$ cat src/rtl/rsnh_pkg.sv
// shared types and constants of the ray-sphere nearest-hit core
`timescale 1ns / 1ps
`default_nettype none
package rsnh_pkg;

  // default table depth
  localparam int unsigned MAX_SPHERES_DEF = 64;

  // request kinds
  localparam logic KIND_LOAD = 1'b0;
  localparam logic KIND_RAY  = 1'b1;

  // sphere count register width (holds up to 127) and entry counter width (holds up to 2047)
  localparam int unsigned CNT_REG_W = 7;
  localparam int unsigned CW        = 11;

  // datapath widths
  localparam int unsigned TCA_W  = 36;  // signed projection length, Q20.16
  localparam int unsigned L2_W   = 66;  // squared distance to center, Q34.32
  localparam int unsigned R2_W   = 64;  // squared radius, Q32.32
  localparam int unsigned SQ_W   = 72;  // square root operand
  localparam int unsigned ROOT_W = SQ_W / 2;
  localparam int unsigned REM_W  = ROOT_W + 2;
  localparam int unsigned T_W    = 37;  // unsaturated hit distance

  // stored sphere entry
  typedef struct packed {
    logic signed [31:0] cx;
    logic signed [31:0] cy;
    logic signed [31:0] cz;
    logic [R2_W-1:0]    r2;
  } entry_t;

  // per-entry control traveling along the pipeline
  typedef struct packed {
    logic vld;
    logic last;
    logic ok;
  } ctl_t;

  // square root cell payload
  typedef struct packed {
    ctl_t                      ctl;
    logic signed [TCA_W-1:0]   tca;
    logic [REM_W-1:0]          rem;
    logic [ROOT_W-1:0]         root;
    logic [SQ_W-1:0]           rest;
  } sq_t;

endpackage
`default_nettype wire

$ cat src/rtl/rsnh_sqrt_cell.sv
// one cell of the square root chain: resolves one root bit per cycle
`timescale 1ns / 1ps
`default_nettype none
module rsnh_sqrt_cell #(
  parameter int unsigned AW = 6
) (
  input  wire logic           clk_i,
  input  wire logic           rst_ni,
  input  rsnh_pkg::sq_t       in_i,
  input  wire logic [AW-1:0]  idx_i,
  output rsnh_pkg::sq_t       out_o,
  output logic [AW-1:0]       idx_o
);

  logic [rsnh_pkg::REM_W-1:0] cur;
  logic [rsnh_pkg::REM_W-1:0] trial;
  logic                       ge;
  rsnh_pkg::sq_t              nxt_d;
  rsnh_pkg::sq_t              nxt_q;
  logic [AW-1:0]              idx_q;

  // bring down two operand bits, try root*4+1
  always_comb begin
    cur   = {in_i.rem[rsnh_pkg::REM_W-3:0], in_i.rest[rsnh_pkg::SQ_W-1 -: 2]};
    trial = {in_i.root, 2'b01};
    ge    = (cur >= trial);
    nxt_d      = in_i;
    nxt_d.rem  = ge ? (cur - trial) : cur;
    nxt_d.root = {in_i.root[rsnh_pkg::ROOT_W-2:0], ge};
    nxt_d.rest = in_i.rest << 2;
  end

  // hand over to the next cell
  always_ff @(posedge clk_i or negedge rst_ni) begin
    if (!rst_ni) begin
      nxt_q <= '0;
    end else begin
      nxt_q <= nxt_d;
    end
  end

  always_ff @(posedge clk_i) begin
    idx_q <= idx_i;
  end

  assign out_o = nxt_q;
  assign idx_o = idx_q;

endmodule
`default_nettype wire

$ cat config.mk
export PLATFORM = sky130hd
export DESIGN_NAME = rsnh_sqrt_cell
export DESIGN_NICKNAME = d
export VERILOG_FILES = /design/src/rtl/rsnh_pkg.sv /design/src/rtl/rsnh_sqrt_cell.sv
export SDC_FILE = /design/constraint.sdc
export NUM_CORES = 1
export LEC_CHECK = 0
export ABC_CLOCK_PERIOD_IN_PS = 900
export BUFFER_PORTS_ARGS = -buffer_cell sky130_fd_sc_hd__buf_2
export CAP_MARGIN = 0
export CORE_ASPECT_RATIO = 0.6
export CORE_MARGIN = 8
export CORE_UTILIZATION = 29
export DETAILED_ROUTE_END_ITERATION = 7
export PLACE_DENSITY = 0.66
export SLEW_MARGIN = 20
export SYNTH_ARGS = -nofsm -noshare
export SYNTH_HDL_FRONTEND = slang
export SYNTH_SLANG_ARGS = --single-unit
$ cat constraint.sdc
create_clock -name clk_i -period 0.9 [get_ports clk_i]
set_input_delay 0.09 -clock clk_i [delete_from_list [all_inputs] [get_ports clk_i]]
set_output_delay 0.09 -clock clk_i [all_outputs]
set_load 0.1 [all_outputs]
# Word-level counts from Yosys, hierarchy flattened
# Index checks and enable logic that the tools add are counted.
[word_totals] register_bits=189 out_inout_bits=191 elab_cells=11
[classes] add_sub_neg=1 n_lt_le_gt_ge=1 mux=1
[ops] op="greater-or-equal comparator 38 bit" count=1
[ops] op="2-to-1 mux 38 bit" count=1
[ops] op="subtractor 38 bit" count=1

# Logic depth before layout (Yosys ltp)
# Gate-level depths: netlist of run 1.
[logic_depth] depth_word=2 ltp_mapped=13 ltp_nobuf=11

# Worst setup path after synthesis of run 1
# No wires, ideal clock.
[synth_timing] path_type="input to register" startpoint="in in_i[79] (netlist bit)" endpoint="reg nxt_q, in the netlist out_o[133]" arrival_time_ns=2.263 t_required_ns=0.775 slack_ns=-1.488 stages=11 n_path_buf=1 path_cell_list="inv_1 > ha_1 > a21oi_4 > o2111ai_2 > a2111oi_4 > nand2_1 > a21o_1 > a31oi_4 > inv_2 > buf_6 > mux2_4"
[synth_lines] item="start: declaration" line_no="rsnh_sqrt_cell.sv:9" source="input rsnh_pkg::sq_t in_i,"
[synth_lines] item="end signal: assignment" line_no="rsnh_sqrt_cell.sv:38" source="nxt_q <= nxt_d;"
[synth_lines] item="end: declaration" line_no="rsnh_sqrt_cell.sv:19" source="rsnh_pkg::sq_t nxt_q;"

==> impl_metrics.toml, run 1 <==
[setup_path]
end_kind = "register"
crit_arrival_ps = 2310
crit_path_start_kind = "input pin"
path_class = "input pin to register"
critPathRequiredTime_ps = 1240
crit_path_max_fanout = 8

[placed_design]
gp_congestion = 0.946
dp_hpwl_um = 26200
portBuffers = 379
pre_cts_ws_ps = -1670
place_area_mm2 = 0.0145
dp.cells = 1518

[global_routing]
grt_pass1_vias = 8832
grt_max_degree = 48
grtUsageMet3_pct = 7.15
grt-busiest-layer = "met2"
use_met1_pct = 27.7
grt.total_usage_pct = 22.8
met2_usage_pct = 38.8
grt-ovfl-total = 0
grt_first_pass_wirelength_um = 54900
antenna_found_initial = 7

[detailed_routing]
wl_per_cell_um = 21.0
drc = 0
vias = 8171
detail-route-antenna-nets = 0
drtPass1Iterations = 5
via_per_inst = 4.66
wirelength_um = 36700
drt_iter0_markers = 512

[synth]
synth-seq-area-share_pct = 62.1
syn_area_per_cell_um2 = 11.9
synth_enable_flop_cells = 0
netlist_instances = 638
yosys_warnings = 0
synth.top_cell.area_share_pct = 60.5
ys_async_sr_fraction_pct = 96.8
yosysTopAreaCell = "dfrtp_1"
netlist_area_mm2 = 0.00757
synth-main-ff-cell = "dfrtp_1"
ys_top_cells_by_count = "dfrtp_1 (183), a21oi_1 (53), inv_1 (53)"
synth.area.top_cells = "dfrtp_1 (61%), ha_1 (6.3%), a21oi_1 (3.5%)"
ys_ff_latch = 189
synth.most_common_cell = "dfrtp_1"
yosysUniqueCellTypes = 60

[die]
start_util_pct = 29.7
die-area_mm2 = 0.0317
core_mm2 = 0.0254
num_rows = 45
die_x_um = 225
die_h_um = 141
ios = 384

[power]
seq_power_share_pct = 31.5
clkPwrFrac_pct = 24.9
ir_worst_vdd_mv = 1.04
leakage_nw = 8.09
powerDensity_mw_per_mm2 = 1730
comb_power_share_pct = 43.6
switching_share_pct = 39.1
power_switching_mw = 12.2
power.internal_mw = 19.0

[run_status]
status = "finished with violations"
violations = "setup timing"

[layout]
multi_input_area_mm2 = 0.00358
drive_gt1_share_pct = 67.8
fillers = 1722
post-route-cell-area_mm2 = 0.0180
finalNonFillerCells = 1753
nNetsFinal = 1615
regArea_mm2 = 0.00493
syn2layout_area_growth_pct = 138

[timing]
finalSetupViolCount = 228
slew_violations = 0
grt_setup_unrepaired = "true"
relSlewSlack_pct = 62.1
whs_ps = 25.8
period_needed_ps = 1980
max_clock_freq_mhz = 506
max_slew.worst_pin.slew_ps = 563
finalWorstSetupSlack_ps = -1080
finalCritPeriodShare_pct = 220
hold_violations = 0

[clock_network]
numCtsBuffers = 17
clk_pin_slew_ps = 80
clockBufferDepth = 2
htree_levels = 4
cts_tree = "done"
clock-sinks = 189
clockRootBuffer = "clkbuf_16"

[run]
drv_cap = 0

[min_path]
hold_path_class = "input pin to register"
layer usage:
| layer | share of wire [%] | up-vias |
|---|---|---|
| met3 | 8.1 | 43 |
| met2 | 50 | 355 |
| li1 | - | 3699 |
| met4 | 1.7 | 6 |
| met5 | 0.11 | - |
| met1 | 40 | 4068 |
cells in the final DEF (no fill, tap or decap), drive strengths merged, types with 3 or more instances in the layout:
cell,instances
nor4,5
nand2,36
o21bai,3
clkbuf,21
mux2,5
a21oi,54
nand4,6
a21o,23
o211a,3
clkinv,4
a211oi,7
o211ai,3
dfxtp,6
o21ai,33
inv,58
nand3,15
o31ai,8
and3,6
xnor2,22
a31oi,5
buf,564
xor2,7
nor3,6
a21boi,3
ha,38
nor2,47
dfrtp,183
and2,6
dlygate4sd3,182
o21a,7
diode,4
flip-flops by register name, summed over array words and instances (netlist names):
register	cells
idx_o	6
out_o	183
area by class of cell:
cell class                 instances  area share [%]
clock buffer                      20            2.42
antenna                            4          0.0555
tap                              352            2.44
multi-input combinational        375            19.9
sequential                       189            27.4
clock inverter                    12           0.847
timing repair buffer             747            45.7
inverter                          54            1.26
path summary, 6_finish.rpt:
kind / cells after the start / startpoint / slack (ps) / to
worst max-delay path: 13 / in_i[72] / -1080 / out_o[136]
worst min-delay path: 4 / in_i[71] / 30 / out_o[109]
max in group asynchronous: 3 / rst_ni / 330 / out_o[32]
min in group asynchronous: 2 / rst_ni / 60 / out_o[106]
critical path, cell delays in order:
cell     delay, ps
buf_6          100
inv_4           50
ha_4           190
nor2b_4        130
o31a_1         300
o31ai_4        330
nand2_1         90
a21o_1         220
a31oi_4        220
inv_4           90
buf_12         170
buf_8          130
a41o_1         180
power by group through the flow:
stage / clock, mW / sequential [mW] / combinational (mW)
after detailed placement: 0 / 9.98 / 11.8
final: 7.76 / 9.82 / 13.6
after global routing: 8.31 / 9.87 / 14.1
after CTS: 7.91 / 9.82 / 13.0
after global placement: 0 / 9.95 / 11.7
after floorplan: 0 / 14.3 / 2.03
timing repair:
action,4_1_cts,5_1_grt
pin swaps,41,42
buffers inserted,12,7
endpoints found under the setup margin,228,228
resized for setup,117,99
gates cloned,1,0
hold endpoints to repair,364,0
hold buffers,182,0
per-stage QoR:
stage          TNS, ps  utilization, %  total power [mW]
6_report        -80750            70.8              31.2
5_1_grt         -89990            70.8              32.3
4_1_cts         -83810            68.9              30.8
3_5_place_dp    -60010            56.9              21.8
3_3_place_gp    -59090            56.9              21.7
2_1_floorplan   -45820               -              16.4
cell families (layout without fill, tap and decap cells):
| family | count (synthesis) | after routing | synth area share, % |
|---|---|---|---|
| AO/OA/AOI/OAI | 167 | 167 | 14.8 |
| XOR/XNOR | 29 | 29 | 3.36 |
| adder cells (fa/ha/maj) | 38 | 38 | 6.28 |
| buffers and inverters | 75 | 833 | 4.32 |
| flip-flops | 189 | 189 | 62.1 |
| multiplexers | 5 | 5 | 0.843 |
| other | 1 | 6 | 0.0496 |
| AND/OR/NAND/NOR | 134 | 134 | 8.20 |
Power figures use the tool's default switching activity.
==> run 2: changes to the inputs <==
PLACE_DENSITY = default   (was 0.66)
PLACE_DENSITY_LB_ADDON = 0.12   (was default)
==> run 2 against run 1 <==
  * The run ends with hold timing, setup timing left
  * Setup slack worse by 60 ps
  * Via count decreased by 2.5%
  * Core utilization is 0.82 points higher
  * Critical path depth rose by 1
  * First-iteration DRC count shrank 17%
  * Die area is the same
  * Sequential cell count unchanged
  * Largest cell class unchanged
==> impl_metrics.toml, run 2 (synthesized netlist as in run 1, its figures left out) <==
[setup_path]
cpPeakStageDelay_ps = 380
end_kind = "register"
crit_arrival_ps = 2420
crit_family = "compound AO/OA/AOI/OAI gates"
slowest_stage = "a2111oi_4"
crit_buf_inv = 6
critPathRequiredTime_ps = 1280
path_common_cell = "buf_8"
crit_path_max_fanout = 7
crit_path_start_kind = "input pin"
path_class = "input pin to register"
crit_chain = "buf_8 -> inv_6 -> ha_4 -> a21oi_4 -> o2111ai_4 -> a2111oi_4 -> nand2_1 -> a21o_1 -> a31oi_4 -> clkinv_4 -> buf_12 -> buf_8 -> buf_6 -> a21oi_2"
cp.depth = 14

[placed_design]
dp_hpwl_um = 26800
portBuffers = 379
gp_congestion = 0.880

[die]
die_h_um = 141
die_x_um = 225
ios = 384
start_util_pct = 29.7
core_mm2 = 0.0254
num_rows = 45
die-area_mm2 = 0.0317

[layout]
layout_common_cells = "buf_12 (196), dlygate4sd3_1 (187), dfrtp_2 (181)"
drive_gt1_share_pct = 67.2
fillers = 1737
largest_reg_flops = 183
final_common_cell = "buf_12"
nNetsFinal = 1633
syn2layout_area_growth_pct = 141

[global_routing]
grt-ovfl-total = 0
antenna_found_initial = 6
grt_first_pass_wirelength_um = 55300
grt.total_usage_pct = 23.0
grt_max_degree = 38
grt_pass1_vias = 8645

[clock_network]
hold_buffers = 187
clk_pin_slew_ps = 80
cts_tree = "done"
htree_levels = 4
clock-sinks = 189
numCtsBuffers = 17
clockRootBuffer = "clkbuf_16"
clockBufferDepth = 2

[min_path]
hold_path_depth = 3
hold_path_class = "input pin to register"

[detailed_routing]
drc = 0
vias = 7964
wirelength_um = 36200
drt_iter0_markers = 425
via_per_inst = 4.50
wl_per_cell_um = 20.4
detail-route-antenna-nets = 0
drtPass1Iterations = 5

[power]
powerDensity_mw_per_mm2 = 1720
ir_worst_vdd_mv = 1.20
power.total_mw = 31.3
leakage_nw = 8.19

[timing]
period_needed_ps = 2040
finalCritPeriodShare_pct = 226
grt_setup_unrepaired = "true"
slew_violations = 0
finalSetupViolCount = 228
finalWorstSetupSlack_ps = -1140
hold_violations = 1
max_clock_freq_mhz = 491
whs_ps = -86.6

[run_status]
status = "finished with violations"
violations = "hold timing, setup timing"

[run]
drv_cap = 0
-- run 2: changes by cell type in the layout (fill, tap and decap cells not counted), sizes merged --
cell,previous run,this run
inv,58,57
clkinvlp,2,3
buf,564,576
clkinv,4,7
clkbuf,21,20
dlygate4sd3,182,187
bufinv,2,1
-- run 2: path summary, 6_finish.rpt --
| path | slack [ps] | start | to |
|---|---|---|---|
| hold / removal | -90 | in_i[113] | out_o[115] |
| max in group asynchronous | 260 | rst_ni | out_o[97] |
| setup / recovery | -1140 | in_i[77] | out_o[126] |
| min in group asynchronous | 100 | rst_ni | out_o[41] |
-- run 2: what timing repair did --
action / 4_1_cts / 5_1_grt
pin swaps: 45 / 17
resized for setup: 180 / 49
endpoints found under the hold margin: 369 / 1
setup endpoints to repair: 228 / 228
cloned: 2 / 0
setup buffers: 17 / 5
-- run 2: area by class of cell --
class                   instances  area, um^2  area share [%]
diodes                          4        10.0          0.0549
clock buffers                  18         439            2.41
clock inverters                14         170           0.933
inverters                      54         240            1.32
multi-input cells             375        3530            19.4
flip-flops and latches        189        4930            27.1
well taps                     352         440            2.42
repair buffers                765        8460            46.4
-- run 2: power breakdown --
part	internal (mW)	switching [mW]	total [mW]
Clock	4.05	3.79	7.83
Sequential	9.24	0.575	9.81
Combinational	5.69	7.98	13.7
-- run 2: routing by layer --
metal  vias up  part of all wire [%]  wire length, um  global-route usage (%)
met2       250                    49            17600                    37.8
met5         -                 0.050               18                       0
met3        38                   7.2             2620                    7.60
li1       3741                     -                -                       -
met4         4                   1.5              550                    6.14
met1      3931                    42            15400                    28.8
-- run 2: per-stage QoR --
| step | util (%) | instance area [um^2] | setup slack (ps) | cells | setup TNS [ps] |
|---|---|---|---|---|---|
| floorplan | - | 8100 | -1270 | 639 | -45820 |
| global placement | 57.1 | 14500 | -1800 | 1526 | -62350 |
| detailed placement | 57.1 | 14500 | -1790 | 1526 | -61970 |
| CTS | 70.5 | 17900 | -1080 | 1764 | -86230 |
| global route | 71.6 | 18200 | -1240 | 1771 | -95440 |
| finish | 71.6 | 18200 | -1140 | 1771 | -83290 |
